**config.mk**
```make
export PLATFORM = sky130hd
export DESIGN_NAME = rgb_led_effect_engine_unit
export DESIGN_NICKNAME = d
export VERILOG_FILES = /design/src/hw/rtl/ree_pkg.sv /design/src/hw/rtl/rgb_led_effect_engine_unit.sv
export VERILOG_INCLUDE_DIRS = /design/src /design/src/hw/rtl
export SDC_FILE = /design/constraint.sdc
export NUM_CORES = 1
export LEC_CHECK = 0
export ABC_AREA = 1
export BUFFER_PORTS_ARGS = -buffer_cell sky130_fd_sc_hd__buf_2
export CAP_MARGIN = 20
export CORE_ASPECT_RATIO = 1.4
export CORE_UTILIZATION = 50
export DETAILED_ROUTE_END_ITERATION = 7
export PLACE_DENSITY = 0.72
export SYNTH_ARGS = -nofsm -noshare
export SYNTH_HDL_FRONTEND = slang
export SYNTH_SLANG_ARGS = --single-unit
```
**constraint.sdc**
```tcl
create_clock -name clk -period 4.41 [get_ports clk]
set_input_delay 0.441 -clock clk [delete_from_list [all_inputs] [get_ports clk]]
set_output_delay 0.441 -clock clk [all_outputs]
set_load 0.1 [all_outputs]
```
**src/hw/rtl/rgb_led_effect_engine_unit_defines.svh**
```systemverilog
// Assertion macros shared by the LED effect engine RTL.
`ifndef RGB_LED_EFFECT_ENGINE_UNIT_DEFINES_SVH
`define RGB_LED_EFFECT_ENGINE_UNIT_DEFINES_SVH

// Checked only outside reset.
`define REE_ASSERT(lbl, prop, msg) \
  lbl: assert property (@(posedge clk) disable iff (rst) prop) else $error(msg);

// Checked at every edge, reset included.
`define REE_ASSERT_ALWAYS(lbl, prop, msg) \
  lbl: assert property (@(posedge clk) prop) else $error(msg);

`endif

```
**src/hw/rtl/ree_pkg.sv**
```systemverilog
// Types, register indexes and pattern tables of the LED effect engine.
package ree_pkg;

  localparam int unsigned LED_COUNT = 3;
  localparam int unsigned CHAN_W    = 8;
  localparam int unsigned COLOR_W   = 24;
  localparam int unsigned TIMER_W   = 16;
  localparam int unsigned CFG_W     = 24;

  typedef logic [COLOR_W-1:0]   color_t;
  typedef logic [TIMER_W-1:0]   timer_t;
  typedef logic [LED_COUNT-1:0] led_mask_t;

  typedef enum logic [2:0] {
    MODE_OFF      = 3'd0,
    MODE_QUICK    = 3'd1,
    MODE_SLOW     = 3'd2,
    MODE_FADE     = 3'd3,
    MODE_BREATH   = 3'd4,
    MODE_STATIC   = 3'd5,
    MODE_BOUNCING = 3'd6,
    MODE_FILLING  = 3'd7
  } mode_t;

  // Register 7 is unused: writes there are ignored.
  typedef enum logic [2:0] {
    REG_EFFECT_MODE     = 3'd0,
    REG_BASE_COLOR      = 3'd1,
    REG_BREATH_INC      = 3'd2,
    REG_RAMP_PERIOD     = 3'd3,
    REG_RAMP_STEPS      = 3'd4,
    REG_BLINK_HALF      = 3'd5,
    REG_PATTERN_INTERVAL = 3'd6,
    REG_UNUSED          = 3'd7
  } reg_index_t;

  localparam logic [2:0] BOUNCE_LAST = 3'd3;
  localparam logic [2:0] FILL_LAST   = 3'd5;
  localparam logic [2:0] FILL_FULL   = 3'd3;

  // Bouncing order 0,1,2,1 as one-hot masks.
  function automatic led_mask_t bounce_mask(input logic [1:0] phase);
    led_mask_t m;
    unique case (phase)
      2'd0:    m = 3'b001;
      2'd1:    m = 3'b010;
      2'd2:    m = 3'b100;
      default: m = 3'b010;
    endcase
    return m;
  endfunction

  // Fill then empty the row over six phases.
  function automatic led_mask_t fill_mask(input logic [2:0] phase);
    led_mask_t m;
    unique case (phase)
      3'd1:    m = 3'b001;
      3'd2:    m = 3'b011;
      3'd3:    m = 3'b111;
      3'd4:    m = 3'b110;
      3'd5:    m = 3'b100;
      default: m = 3'b000;
    endcase
    return m;
  endfunction

endpackage

```
**src/hw/rtl/rgb_led_effect_engine_unit.sv**
```systemverilog
// RGB LED effect engine: timers, ramp and pattern state, registered result.
//
// Usage: each request on the item channel (item_valid/item_stall) carries one
// tick bit; tick=1 means one millisecond has passed, tick=0 only asks for the
// current LED state. Every accepted request yields exactly one result on the
// result channel (result_valid/result_stall): three 24-bit LED colors, the on
// mask and the clean-switch boundary flag.
// Latency: the result is valid in the cycle after the request is accepted.
// Throughput: one request per cycle unless stalled; the state update and output
// decode sit between the state registers and the single result register.
// When the receiver stalls, the result register holds and item_stall rises,
// so no further request is taken until the result is accepted; a request is
// taken in the same cycle the waiting result leaves.
// Configuration writes (cfg_valid/cfg_ready, cfg_index, cfg_data) are always
// ready and, save for register 7, restart the effect; issue them only while no
// result is pending. item_stall is also high while a write is offered, so no
// request is taken then. Reset (rst, synchronous) loads the default registers,
// clears all timers and flags and empties the result register.
`include "rgb_led_effect_engine_unit_defines.svh"

module rgb_led_effect_engine_unit (
  input  logic                       clk,
  input  logic                       rst,
  // request channel
  input  logic                       item_valid,
  output logic                       item_stall,
  input  logic                       tick,
  // result channel
  output logic                       result_valid,
  input  logic                       result_stall,
  output ree_pkg::color_t            led0_color,
  output ree_pkg::color_t            led1_color,
  output ree_pkg::color_t            led2_color,
  output ree_pkg::led_mask_t         led_on_mask,
  output logic                       cycle_boundary,
  // configuration write channel
  input  logic                       cfg_valid,
  output logic                       cfg_ready,
  input  logic [2:0]                 cfg_index,
  input  logic [ree_pkg::CFG_W-1:0]  cfg_data
);

  // Configuration registers
  ree_pkg::mode_t  effect_mode;
  ree_pkg::color_t base_color;
  logic [6:0]      breath_increment;
  ree_pkg::timer_t ramp_period_ms;
  logic [7:0]      ramp_steps;
  ree_pkg::timer_t blink_half_period_ms;
  ree_pkg::timer_t pattern_interval_ms;

  // Effect state
  ree_pkg::color_t ramp_color,        ramp_color_next;
  logic [7:0]      ramp_step_index,   ramp_step_index_next;
  ree_pkg::timer_t effect_elapsed_ms, effect_elapsed_ms_next;
  ree_pkg::timer_t blink_elapsed_ms,  blink_elapsed_ms_next;
  logic            quick_flag,        quick_flag_next;
  logic            slow_flag,         slow_flag_next;
  logic [2:0]      pattern_phase,     pattern_phase_next;
  logic            boundary_flag,     boundary_flag_next;

  // Result decode
  ree_pkg::color_t    col0, col1, col2;
  ree_pkg::led_mask_t mask;
  logic               bound;

  logic item_accept;
  logic cfg_write;
  logic cfg_restart;

  assign item_stall  = (result_valid & result_stall) | cfg_valid;
  assign item_accept = item_valid & ~item_stall;
  assign cfg_ready   = 1'b1;
  assign cfg_write   = cfg_valid & cfg_ready;
  assign cfg_restart = cfg_write &
                       (ree_pkg::reg_index_t'(cfg_index) != ree_pkg::REG_UNUSED);

  // Timers, ramp step and pattern phase for one request
  always_comb begin
    ree_pkg::timer_t blink_cnt;
    ree_pkg::timer_t eff_cnt;
    logic [8:0]      sum;
    logic [7:0]      ch;
    logic            rising;
    logic [7:0]      idx_inc;

    blink_elapsed_ms_next  = blink_elapsed_ms;
    quick_flag_next        = quick_flag;
    slow_flag_next         = slow_flag;
    effect_elapsed_ms_next = effect_elapsed_ms;
    ramp_color_next        = ramp_color;
    ramp_step_index_next   = ramp_step_index;
    pattern_phase_next     = pattern_phase;
    boundary_flag_next     = boundary_flag;
    blink_cnt = blink_elapsed_ms;
    eff_cnt   = effect_elapsed_ms;
    sum       = '0;
    ch        = '0;
    rising    = ramp_step_index < (ramp_steps >> 1);
    idx_inc   = ramp_step_index + 8'd1;

    if (tick) begin
      // blink timer, saturating
      if (blink_cnt != '1) blink_cnt = blink_cnt + 16'd1;
      if (blink_cnt >= blink_half_period_ms) begin
        blink_cnt       = '0;
        quick_flag_next = ~quick_flag;
        if (!quick_flag) slow_flag_next = ~slow_flag;
      end
      blink_elapsed_ms_next = blink_cnt;

      // effect timer, saturating
      if (eff_cnt != '1) eff_cnt = eff_cnt + 16'd1;
      effect_elapsed_ms_next = eff_cnt;

      if (effect_mode == ree_pkg::MODE_FADE || effect_mode == ree_pkg::MODE_BREATH) begin
        if (eff_cnt >= ramp_period_ms) begin
          effect_elapsed_ms_next = '0;
          // per-channel ramp, channels independent
          for (int i = 0; i < 3; i++) begin
            ch = ramp_color[i*8 +: 8];
            if (effect_mode == ree_pkg::MODE_FADE) begin
              ch = (ch >= 8'd2) ? ch - 8'd2 : 8'd0;
            end else if (base_color[i*8 +: 8] != 8'd0) begin
              sum = {1'b0, ch} + {2'b00, breath_increment};
              if (rising) begin
                if (sum <= 9'd255) ch = sum[7:0];
              end else if (ch >= {1'b0, breath_increment}) begin
                ch = ch - {1'b0, breath_increment};
              end
            end
            ramp_color_next[i*8 +: 8] = ch;
          end
          // step index and boundary
          if (effect_mode == ree_pkg::MODE_FADE) begin
            if (ramp_step_index < ramp_steps) begin
              ramp_step_index_next = idx_inc;
              boundary_flag_next   = 1'b0;
            end else begin
              boundary_flag_next   = 1'b1;
            end
          end else if (idx_inc >= ramp_steps) begin
            ramp_step_index_next = '0;
            boundary_flag_next   = 1'b1;
          end else begin
            ramp_step_index_next = idx_inc;
            boundary_flag_next   = 1'b0;
          end
        end
      end else if (effect_mode == ree_pkg::MODE_BOUNCING ||
                   effect_mode == ree_pkg::MODE_FILLING) begin
        if (eff_cnt >= pattern_interval_ms) begin
          effect_elapsed_ms_next = '0;
          if (effect_mode == ree_pkg::MODE_BOUNCING)
            pattern_phase_next = {1'b0, pattern_phase[1:0] + 2'd1};
          else
            pattern_phase_next = (pattern_phase >= ree_pkg::FILL_LAST) ? 3'd0
                                                                      : pattern_phase + 3'd1;
        end
      end
    end
  end

  // Output decode from the updated state
  always_comb begin
    logic [2:0] p;
    p     = (pattern_phase_next > ree_pkg::FILL_LAST) ? 3'd0 : pattern_phase_next;
    col0  = '0;
    col1  = '0;
    col2  = '0;
    mask  = '0;
    bound = 1'b1;
    unique case (effect_mode)
      ree_pkg::MODE_QUICK, ree_pkg::MODE_SLOW: begin
        col0  = base_color;
        col1  = base_color;
        col2  = base_color;
        bound = (effect_mode == ree_pkg::MODE_QUICK) ? quick_flag_next : slow_flag_next;
        mask  = {3{bound}};
      end
      ree_pkg::MODE_FADE, ree_pkg::MODE_BREATH: begin
        col0  = ramp_color_next;
        col1  = ramp_color_next;
        col2  = ramp_color_next;
        mask  = 3'b111;
        bound = boundary_flag_next;
      end
      ree_pkg::MODE_STATIC: begin
        col0 = base_color;
        col1 = base_color;
        col2 = base_color;
        mask = 3'b111;
      end
      ree_pkg::MODE_BOUNCING, ree_pkg::MODE_FILLING: begin
        if (effect_mode == ree_pkg::MODE_BOUNCING) begin
          mask = ree_pkg::bounce_mask(pattern_phase_next[1:0]);
        end else begin
          mask  = ree_pkg::fill_mask(p);
          bound = (p == ree_pkg::FILL_FULL);
        end
        col0 = mask[0] ? base_color : '0;
        col1 = mask[1] ? base_color : '0;
        col2 = mask[2] ? base_color : '0;
      end
      default: begin
      end
    endcase
  end

  // Configuration, state and result registers
  always_ff @(posedge clk) begin
    if (rst) begin
      effect_mode          <= ree_pkg::MODE_OFF;
      base_color           <= '0;
      breath_increment     <= 7'd3;
      ramp_period_ms       <= 16'd20;
      ramp_steps           <= 8'd120;
      blink_half_period_ms <= 16'd250;
      pattern_interval_ms  <= 16'd500;
      ramp_color           <= '0;
      ramp_step_index      <= '0;
      effect_elapsed_ms    <= '0;
      blink_elapsed_ms     <= '0;
      quick_flag           <= 1'b0;
      slow_flag            <= 1'b0;
      pattern_phase        <= '0;
      boundary_flag        <= 1'b0;
      result_valid         <= 1'b0;
    end else begin
      if (cfg_write) begin
        if (cfg_restart) begin
          // any write but to the unused index restarts the effect
          ramp_color        <= base_color;
          ramp_step_index   <= '0;
          effect_elapsed_ms <= '0;
          pattern_phase     <= '0;
          boundary_flag     <= 1'b0;
        end
        unique case (ree_pkg::reg_index_t'(cfg_index))
          ree_pkg::REG_EFFECT_MODE:      effect_mode <= ree_pkg::mode_t'(cfg_data[2:0]);
          ree_pkg::REG_BASE_COLOR: begin
            base_color <= cfg_data[23:0];
            ramp_color <= cfg_data[23:0];
          end
          ree_pkg::REG_BREATH_INC:       breath_increment     <= cfg_data[6:0];
          ree_pkg::REG_RAMP_PERIOD:      ramp_period_ms       <= cfg_data[15:0];
          ree_pkg::REG_RAMP_STEPS:       ramp_steps           <= cfg_data[7:0];
          ree_pkg::REG_BLINK_HALF:       blink_half_period_ms <= cfg_data[15:0];
          ree_pkg::REG_PATTERN_INTERVAL: pattern_interval_ms  <= cfg_data[15:0];
          default: begin
          end
        endcase
      end else if (item_accept) begin
        ramp_color        <= ramp_color_next;
        ramp_step_index   <= ramp_step_index_next;
        effect_elapsed_ms <= effect_elapsed_ms_next;
        blink_elapsed_ms  <= blink_elapsed_ms_next;
        quick_flag        <= quick_flag_next;
        slow_flag         <= slow_flag_next;
        pattern_phase     <= pattern_phase_next;
        boundary_flag     <= boundary_flag_next;
      end
      if (item_accept && !cfg_write) begin
        result_valid <= 1'b1;
      end else if (!result_stall) begin
        result_valid <= 1'b0;
      end
    end
  end

  // Result payload, loaded on each accepted request
  always_ff @(posedge clk) begin
    if (item_accept && !cfg_write) begin
      led0_color     <= col0;
      led1_color     <= col1;
      led2_color     <= col2;
      led_on_mask    <= mask;
      cycle_boundary <= bound;
    end
  end

  `REE_ASSERT(a_result_follows, item_accept |=> result_valid, "request without result")
  `REE_ASSERT(a_result_drains, result_valid && !result_stall && !item_accept |=> !result_valid, "result repeated")
  `REE_ASSERT(a_cfg_restart, cfg_restart |=> effect_elapsed_ms == '0 && pattern_phase == '0, "restart missed")
  `REE_ASSERT_ALWAYS(a_phase_range, rst || pattern_phase <= ree_pkg::FILL_LAST, "phase out of range")

endmodule

```
* Word level (Yosys, flattened, before mapping)
Index checks and enable logic that the tools add are counted.
** Storage, ports and cells
- Memory bits (writable) :: 0
- Logic and storage cells :: 204
- Memories :: 0
- Register bits :: 237
- Output and inout bits :: 79
- ROM bits :: 0
- Bits in latches :: 0
- Input bits :: 33
** Cells by class
- Muxes and demuxes :: 87
- Bitwise operators :: 8
- $mul :: 0
- Shifts and indexed selects :: 0
- Eq/ne operators :: 26
- Divide/modulo/power cells :: 0
- $lt $le $gt $ge :: 17
- Add/subtract/negate cells :: 14
- Reduce and logical (&&, ||, !) cells :: 31
** Operators with widths (number)
- two-way mux 24 bit :: 10
- two-way mux 8 bit :: 27
- one-hot mux 24 bit (3 select lines) :: 3
- two-way mux 16 bit :: 13
- greater-or-equal comparator 16 bit :: 3
- two-way mux 3 bit :: 12
- adder 16 x 1 -> 16 bit, second input constant :: 2
- != test 16 bit, second input constant :: 2
- adder 8 x 7 -> 9 bit :: 3
- equality test 3 bit, second input constant :: 9
- less-or-equal comparator 9 x 8 -> 1 bit, second input constant :: 3
- greater-or-equal comparator 8 x 2 -> 1 bit, second input constant :: 3
- greater-or-equal comparator 8 x 7 -> 1 bit :: 3
- nonzero test 8 bit :: 3
- subtractor 8 x 2 -> 8 bit, second input constant :: 3
- subtractor 8 x 7 -> 8 bit :: 3
- AND reduction 2 bit :: 10
- equality test 3 x 2 -> 1 bit, second input constant :: 6
- two-way mux 1 bit :: 18
- one-hot mux 3 bit (5 select lines) :: 1
- equality test 3 x 1 -> 1 bit, second input constant :: 3
- one-hot mux 3 bit (3 select lines) :: 1
- adder 8 x 1 -> 8 bit, second input constant :: 1
- greater-or-equal comparator 8 bit :: 1
- 26 further kinds :: 40

* Depth between registers and ports, before layout
- Depth after elaboration :: 16
- Mapped depth :: 27
- Mapped depth without buffers :: 26

* Worst setup path before layout
Ideal clock, no wire load.
- Path kind :: reg2reg
- Start :: register effect_elapsed_ms[0]
- End :: register led0_color[19], data pin
- Data required time :: 4.149 ns
- Data arrival time :: 3.112 ns
- Period minus slack after synthesis :: 3.373 ns
- Library setup time :: 0.261 ns
- Buffers on the path :: 1
- Slack :: 1.037 ns
- Cell stages (with the launch flop) :: 21
- Cell sequence :: dfxtp_1 -> ha_1 -> nand2_1 -> nor3_2 -> nand2_1 -> nor2_2 -> nand3_2 -> nand4_1 -> or2_1 -> xor2_1 -> ha_1 -> a21oi_1 -> nand3b_1 -> nand3_1 -> nand2_1 -> nand3_1 -> nand3_2 -> clkbuf_1 -> nand2_1 -> a31oi_2 -> nand2_1
** Between the ends
- Word-level cells in the longest chain between the ends :: 16
- Elaborated cells between the ends (all ways) :: 28
- Those cells by class :: 1 x add/sub; 3 x order compare; 7 x eq/ne; 16 x mux; 1 x reduce/logical
** RTL lines
- start, declared :: RTL line rgb_led_effect_engine_unit.sv:55 : ree_pkg::timer_t effect_elapsed_ms, effect_elapsed_ms_next;
- start signal, assigned :: RTL line rgb_led_effect_engine_unit.sv:256 : effect_elapsed_ms <= effect_elapsed_ms_next;
- adder 16 x 1 -> 16 bit or != test 16 bit (tied branches) :: RTL line rgb_led_effect_engine_unit.sv:113 : if (eff_cnt != '1) eff_cnt = eff_cnt + 16'd1;
- two-way mux 16 bit (*) :: RTL line rgb_led_effect_engine_unit.sv:113
- two-way mux 16 bit (*) :: RTL line rgb_led_effect_engine_unit.sv:102 : if (tick) begin
- greater-or-equal comparator 16 bit :: RTL line rgb_led_effect_engine_unit.sv:152 : if (eff_cnt >= pattern_interval_ms) begin
- two-way mux 3 bit :: RTL line rgb_led_effect_engine_unit.sv:152
- two-way mux 3 bit :: RTL line rgb_led_effect_engine_unit.sv:150 : end else if (effect_mode == ree_pkg::MODE_BOUNCING ||
- two-way mux 3 bit :: RTL line rgb_led_effect_engine_unit.sv:116 : if (effect_mode == ree_pkg::MODE_FADE || effect_mode == ree_pkg::MODE_BREATH) begin
- two-way mux 3 bit :: RTL line rgb_led_effect_engine_unit.sv:102
- > comparator 3 bit :: RTL line rgb_led_effect_engine_unit.sv:167 : p = (pattern_phase_next > ree_pkg::FILL_LAST) ? 3'd0 : pattern_phase_next;
- two-way mux 3 bit :: RTL line rgb_led_effect_engine_unit.sv:167
- equality test 3 bit, or another cell as far along :: RTL line ree_pkg.sv:56 : unique case (phase)
- one-hot mux 3 bit (5 select lines) :: RTL line ree_pkg.sv:56
- two-way mux 3 bit :: RTL line rgb_led_effect_engine_unit.sv:195 : if (effect_mode == ree_pkg::MODE_BOUNCING) begin
- two-way mux 3 bit :: RTL line rgb_led_effect_engine_unit.sv:173 : unique case (effect_mode)
- two-way mux 24 bit :: RTL line rgb_led_effect_engine_unit.sv:201 : col0 = mask[0] ? base_color : '0;
- one-hot mux 24 bit (3 select lines) (*) :: RTL line rgb_led_effect_engine_unit.sv:173
- named net col0[19] :: RTL line rgb_led_effect_engine_unit.sv:63 : ree_pkg::color_t col0, col1, col2;
- end signal, assigned :: RTL line rgb_led_effect_engine_unit.sv:274 : led0_color <= col0;
- end, declared :: RTL line rgb_led_effect_engine_unit.sv:31 : output ree_pkg::color_t led0_color,
Mark *: on every way through the listed nets, which the timed path passes. The rest lies on a longest branch. The select of a mux whose other input is x is not followed.
A chain may end at the register's enable or synchronous reset.

* Worst setup path in the final report
- Start :: register effect_elapsed_ms[1]
- End :: register led0_color[23], data pin
Same word-level chain as after synthesis.

==> flow_summary_export.csv <==
group,metric,value,unit
status,status,"completed",
pwr,powerDensity,326,nW/um^2
logic_synthesis,ys_ff_latch,237,
finish,layout_commonest_cell,"nand2_1",
critical_path,critical-path-max-stage-delay,0.39,ns
logic_synthesis,synth_area_leaders,"dfxtp_1 20%, nand2_1 15%, edfxtp_1 14%, ha_1 9.1%, nand3_1 7.5%",
placed_design,place_area,17200,sq um
routing,wirelength,51100,um
critical_path,cpMostUsedCell,"nand2_1",
logic_synthesis,yosys_warnings,0,
finish,drive_above_1_share,0.113,
critical_path,timing.rr.start,"effect_elapsed_ms[1]$_SDFFE_PP0P_",
timing,period_minus_slack,3.98,ns
grt,grt_overflow,0,
placed_design,gp_congestion,0.989,
floorplan,dieArea,33600,sq um
logic_synthesis,syn_avg_cell_area,7.09,sq um
floorplan,die_w,155,um
critical_path,cp.arrival,4.26,ns
grt,grt_usage,0.303,
timing,setup_slack,0.431,ns
timing,report.final.slew_viol_count,0,
critical_path,crit_chain,"ha_1 -> nand2_1 -> nor3_4 -> nand2_1 -> nor2_2 -> nand3_2 -> nand2_1 -> nor3_1 -> xor2_1 -> buf_4 -> ha_1 -> nand2_1 -> nor3_1 -> nand2_1 -> nand3_1 -> nand3_2 -> inv_2 -> nand2_1 -> nand3_1 -> nand3_1",
grt,grt_pass1_vias,15700,
hold_path,worstHoldEndpoint,"base_color[16]$_SDFFE_PP0P_",
critical_path,r2r_slack,0.43,ns
placed_design,pre_cts_ws,0.231,ns
critical_path,cpLargestDelayFamily,"simple AND/OR/NAND/NOR gates",
critical_path,crit_fanout,25,
routing,postRouteAntennaNets,0,
placed_design,place_inst,2790,
timing,setup-tns-final,0,ns
logic_synthesis,syn_inst,2318,
pwr,total_power,5.91,mW
logic_synthesis,syn-num-nets,2477,
finish,fin_nets,2538,
placed_design,place_hpwl,37600,um
clock_tree,clock_path_buffers,3,
floorplan,initial_utilization,0.507,
pwr,p_leak,8.61,nW
timing,hold_viol,0,
grt,grt_start_max_net_pins,85,
hold_path,hold_start,"cfg_data[16]",
critical_path,cp-start-kind,"flip-flop",
clock_tree,cts-root-buf,"clkbuf_16",
job,maxCapViolCount,0,
routing,dr.first_iter.drc_count,1396,
routing,avgViaCountPerCell,5.78,
logic_synthesis,synthArstFlopShare,0,
critical_path,r2r_end,"led0_color[23]$_DFFE_PP_",
critical_path,cp_slowest_cell,"dfxtp_1",
pwr,ir_worst_vdd,0.000281,V
clock_tree,cts_buffers,26,
logic_synthesis,ys.flop_type,"dfxtp_1",
routing,drc,0,
finish,area_growth,10.5,%
clock_tree,worstSkewPairLatency,0.55,ns
clock_tree,clk_pin_slew_worst_paths,0.06,ns
critical_path,critical_path_class,"flip-flop to flip-flop",
finish,final_area,18200,sq um
finish,layout_common_cells,"641 x nand2_1, 246 x nand3_1, 230 x a21oi_1",
hold_path,hold_depth,3,
routing,drt_pass1_iterations,6,
logic_synthesis,synth.largest_area_cell,"dfxtp_1",
floorplan,design.core.area,32400,sq um
timing,rsz0062_at_grt,"false",
timing,fin_crit_sh,0.902,
finish,fin_cells,2840,
grt,grt_pass1_wl,80500,um
critical_path,crit_buf_inv,2,
placed_design,numPortBuffers,110,
logic_synthesis,synth_edf_count,76,
timing,setup_viol,0,
critical_path,reg2regPathDepth,20,
clock_tree,cts_tree,"done",
timing,finClkSkew,0.0295,ns
critical_path,cp.required,4.69,ns
timing,tightestPinTransition,1.04,ns
routing,routedWlPerCell,18.0,um
logic_synthesis,netlist.area_leader.share,0.196,
critical_path,endpoint_kind,"flip-flop",
clock_tree,htreeDepth,1,
logic_synthesis,yosysSeqAreaShare,0.335,
grt,antenna_found_initial,0,
floorplan,die_h,217,um
logic_synthesis,yosysUniqueCellTypes,52,
clock_tree,cts_sinks,237,
floorplan,io_pins,112,
routing,vias,16400,
timing,timing.fmax,0.251,GHz
logic_synthesis,synthesis.area,16400,sq um
finish,fill_cells,3127,
hold_path,hp-class,"primary input to flip-flop",
floorplan,std_cell_rows,78,
timing,relSlewSlack,0.305,
[synthesized netlist by cell type, types with 4 or more instances]
| master | n |
|---|---|
| nor3_2 | 7 |
| inv_2 | 28 |
| nand2_2 | 8 |
| xnor2_1 | 8 |
| buf_6 | 7 |
| nand3b_1 | 8 |
| o21ai_0 | 109 |
| a211oi_1 | 7 |
| nand3_2 | 8 |
| o21ai_1 | 13 |
| nor2_1 | 99 |
| nor3_1 | 25 |
| nand4_1 | 49 |
| nor4_1 | 5 |
| buf_2 | 25 |
| clkbuf_1 | 47 |
| dfxtp_1 | 161 |
| xor2_1 | 44 |
| a21oi_2 | 11 |
| a22oi_1 | 7 |
| a21boi_2 | 6 |
| edfxtp_1 | 76 |
| fa_1 | 6 |
| a21oi_1 | 231 |
| clkinv_1 | 4 |
| o21a_1 | 4 |
| a31oi_2 | 4 |
| or2_2 | 6 |
| nand2_1 | 641 |
| ha_1 | 120 |
| buf_4 | 13 |
| inv_1 | 219 |
| o211ai_1 | 35 |
| nand3_1 | 246 |
[area by class of cell]
| cell class | instances | area [sq um] | share of cell area |
|---|---|---|---|
| sequential | 237 | 5510 | 0.303 |
| multi-input combinational | 1734 | 9530 | 0.525 |
| clock buffer | 35 | 738 | 0.0407 |
| antenna | 1 | 2.50 | 0.000138 |
| inverter | 252 | 948 | 0.0522 |
| clock inverter | 13 | 186 | 0.0103 |
| tap | 440 | 551 | 0.0303 |
| timing repair buffer | 128 | 689 | 0.0380 |
[logic make-up after synthesis]
| kind of cell | after synthesis | synth area share |
|---|---|---|
| other | 1 | 0.000228 |
| adders and majority gates | 126 | 0.0987 |
| xor gates and xnor gates | 52 | 0.0277 |
| and+or+nand+nor | 1113 | 0.297 |
| AOI/OAI and AO/OA | 442 | 0.154 |
| buffers and inverters | 347 | 0.0875 |
| DFF | 237 | 0.335 |
[metal layers]
layer,vias up,GRT usage,share of wire
met1,7642,0.340,0.37
met3,188,0.0354,0.065
met4,0,0.192,0.066
met2,692,0.543,0.50
li1,7889,-,-
met5,-,0,0
[worst max path at each step]
stage | start | to | slack, ns | cells past startpoint
after floorplan | effect_elapsed_ms[0]$_SDFFE_PP0P_ | led0_color[19]$_DFFE_PP_ | 1.04 | 20
after global placement | effect_elapsed_ms[0]$_SDFFE_PP0P_ | led2_color[2]$_DFFE_PP_ | 0.41 | 22
after detailed placement | effect_elapsed_ms[0]$_SDFFE_PP0P_ | led2_color[9]$_DFFE_PP_ | 0.23 | 22
after CTS | effect_elapsed_ms[0]$_SDFFE_PP0P_ | led2_color[22]$_DFFE_PP_ | 0.21 | 22
after global routing | effect_elapsed_ms[1]$_SDFFE_PP0P_ | led2_color[2]$_DFFE_PP_ | 0.03 | 21
final | effect_elapsed_ms[1]$_SDFFE_PP0P_ | led0_color[23]$_DFFE_PP_ | 0.43 | 20
[where the power goes]
group / switching, mW / internal (mW)
Sequential: 0.0895 / 2.32
Clock: 0.932 / 1.42
Combinational: 0.852 / 0.303
[state kept, by name, indices dropped and copies added (netlist names), 8 cells and up]
name and flops:
ramp_steps 8, ramp_period_ms 16, ramp_color 24, led2_color 24
blink_elapsed_ms 16, pattern_interval_ms 16, effect_elapsed_ms 16, led0_color 24
base_color 24, led1_color 24, ramp_step_index 8, blink_half_period_ms 16
[worst min-delay path, cell delays in order]
cell and delay [ns]:
buf_2 0.12, nand2_1 0.08, a21oi_1 0.06
[through the flow]
step,utilization,hold slack [ns]
after floorplan,-,0.435
after global placement,0.530,0.453
after CTS,0.559,0.182
after global routing,0.560,0.222
final,0.560,0.199
after detailed placement,0.530,0.459
[what timing repair did]
item,CTS,global route
endpoints found under the setup margin,0,79
buffers inserted,0,1
gates resized for setup,0,8
hold buffers,0,0
(Power assumes the default switching activity.)
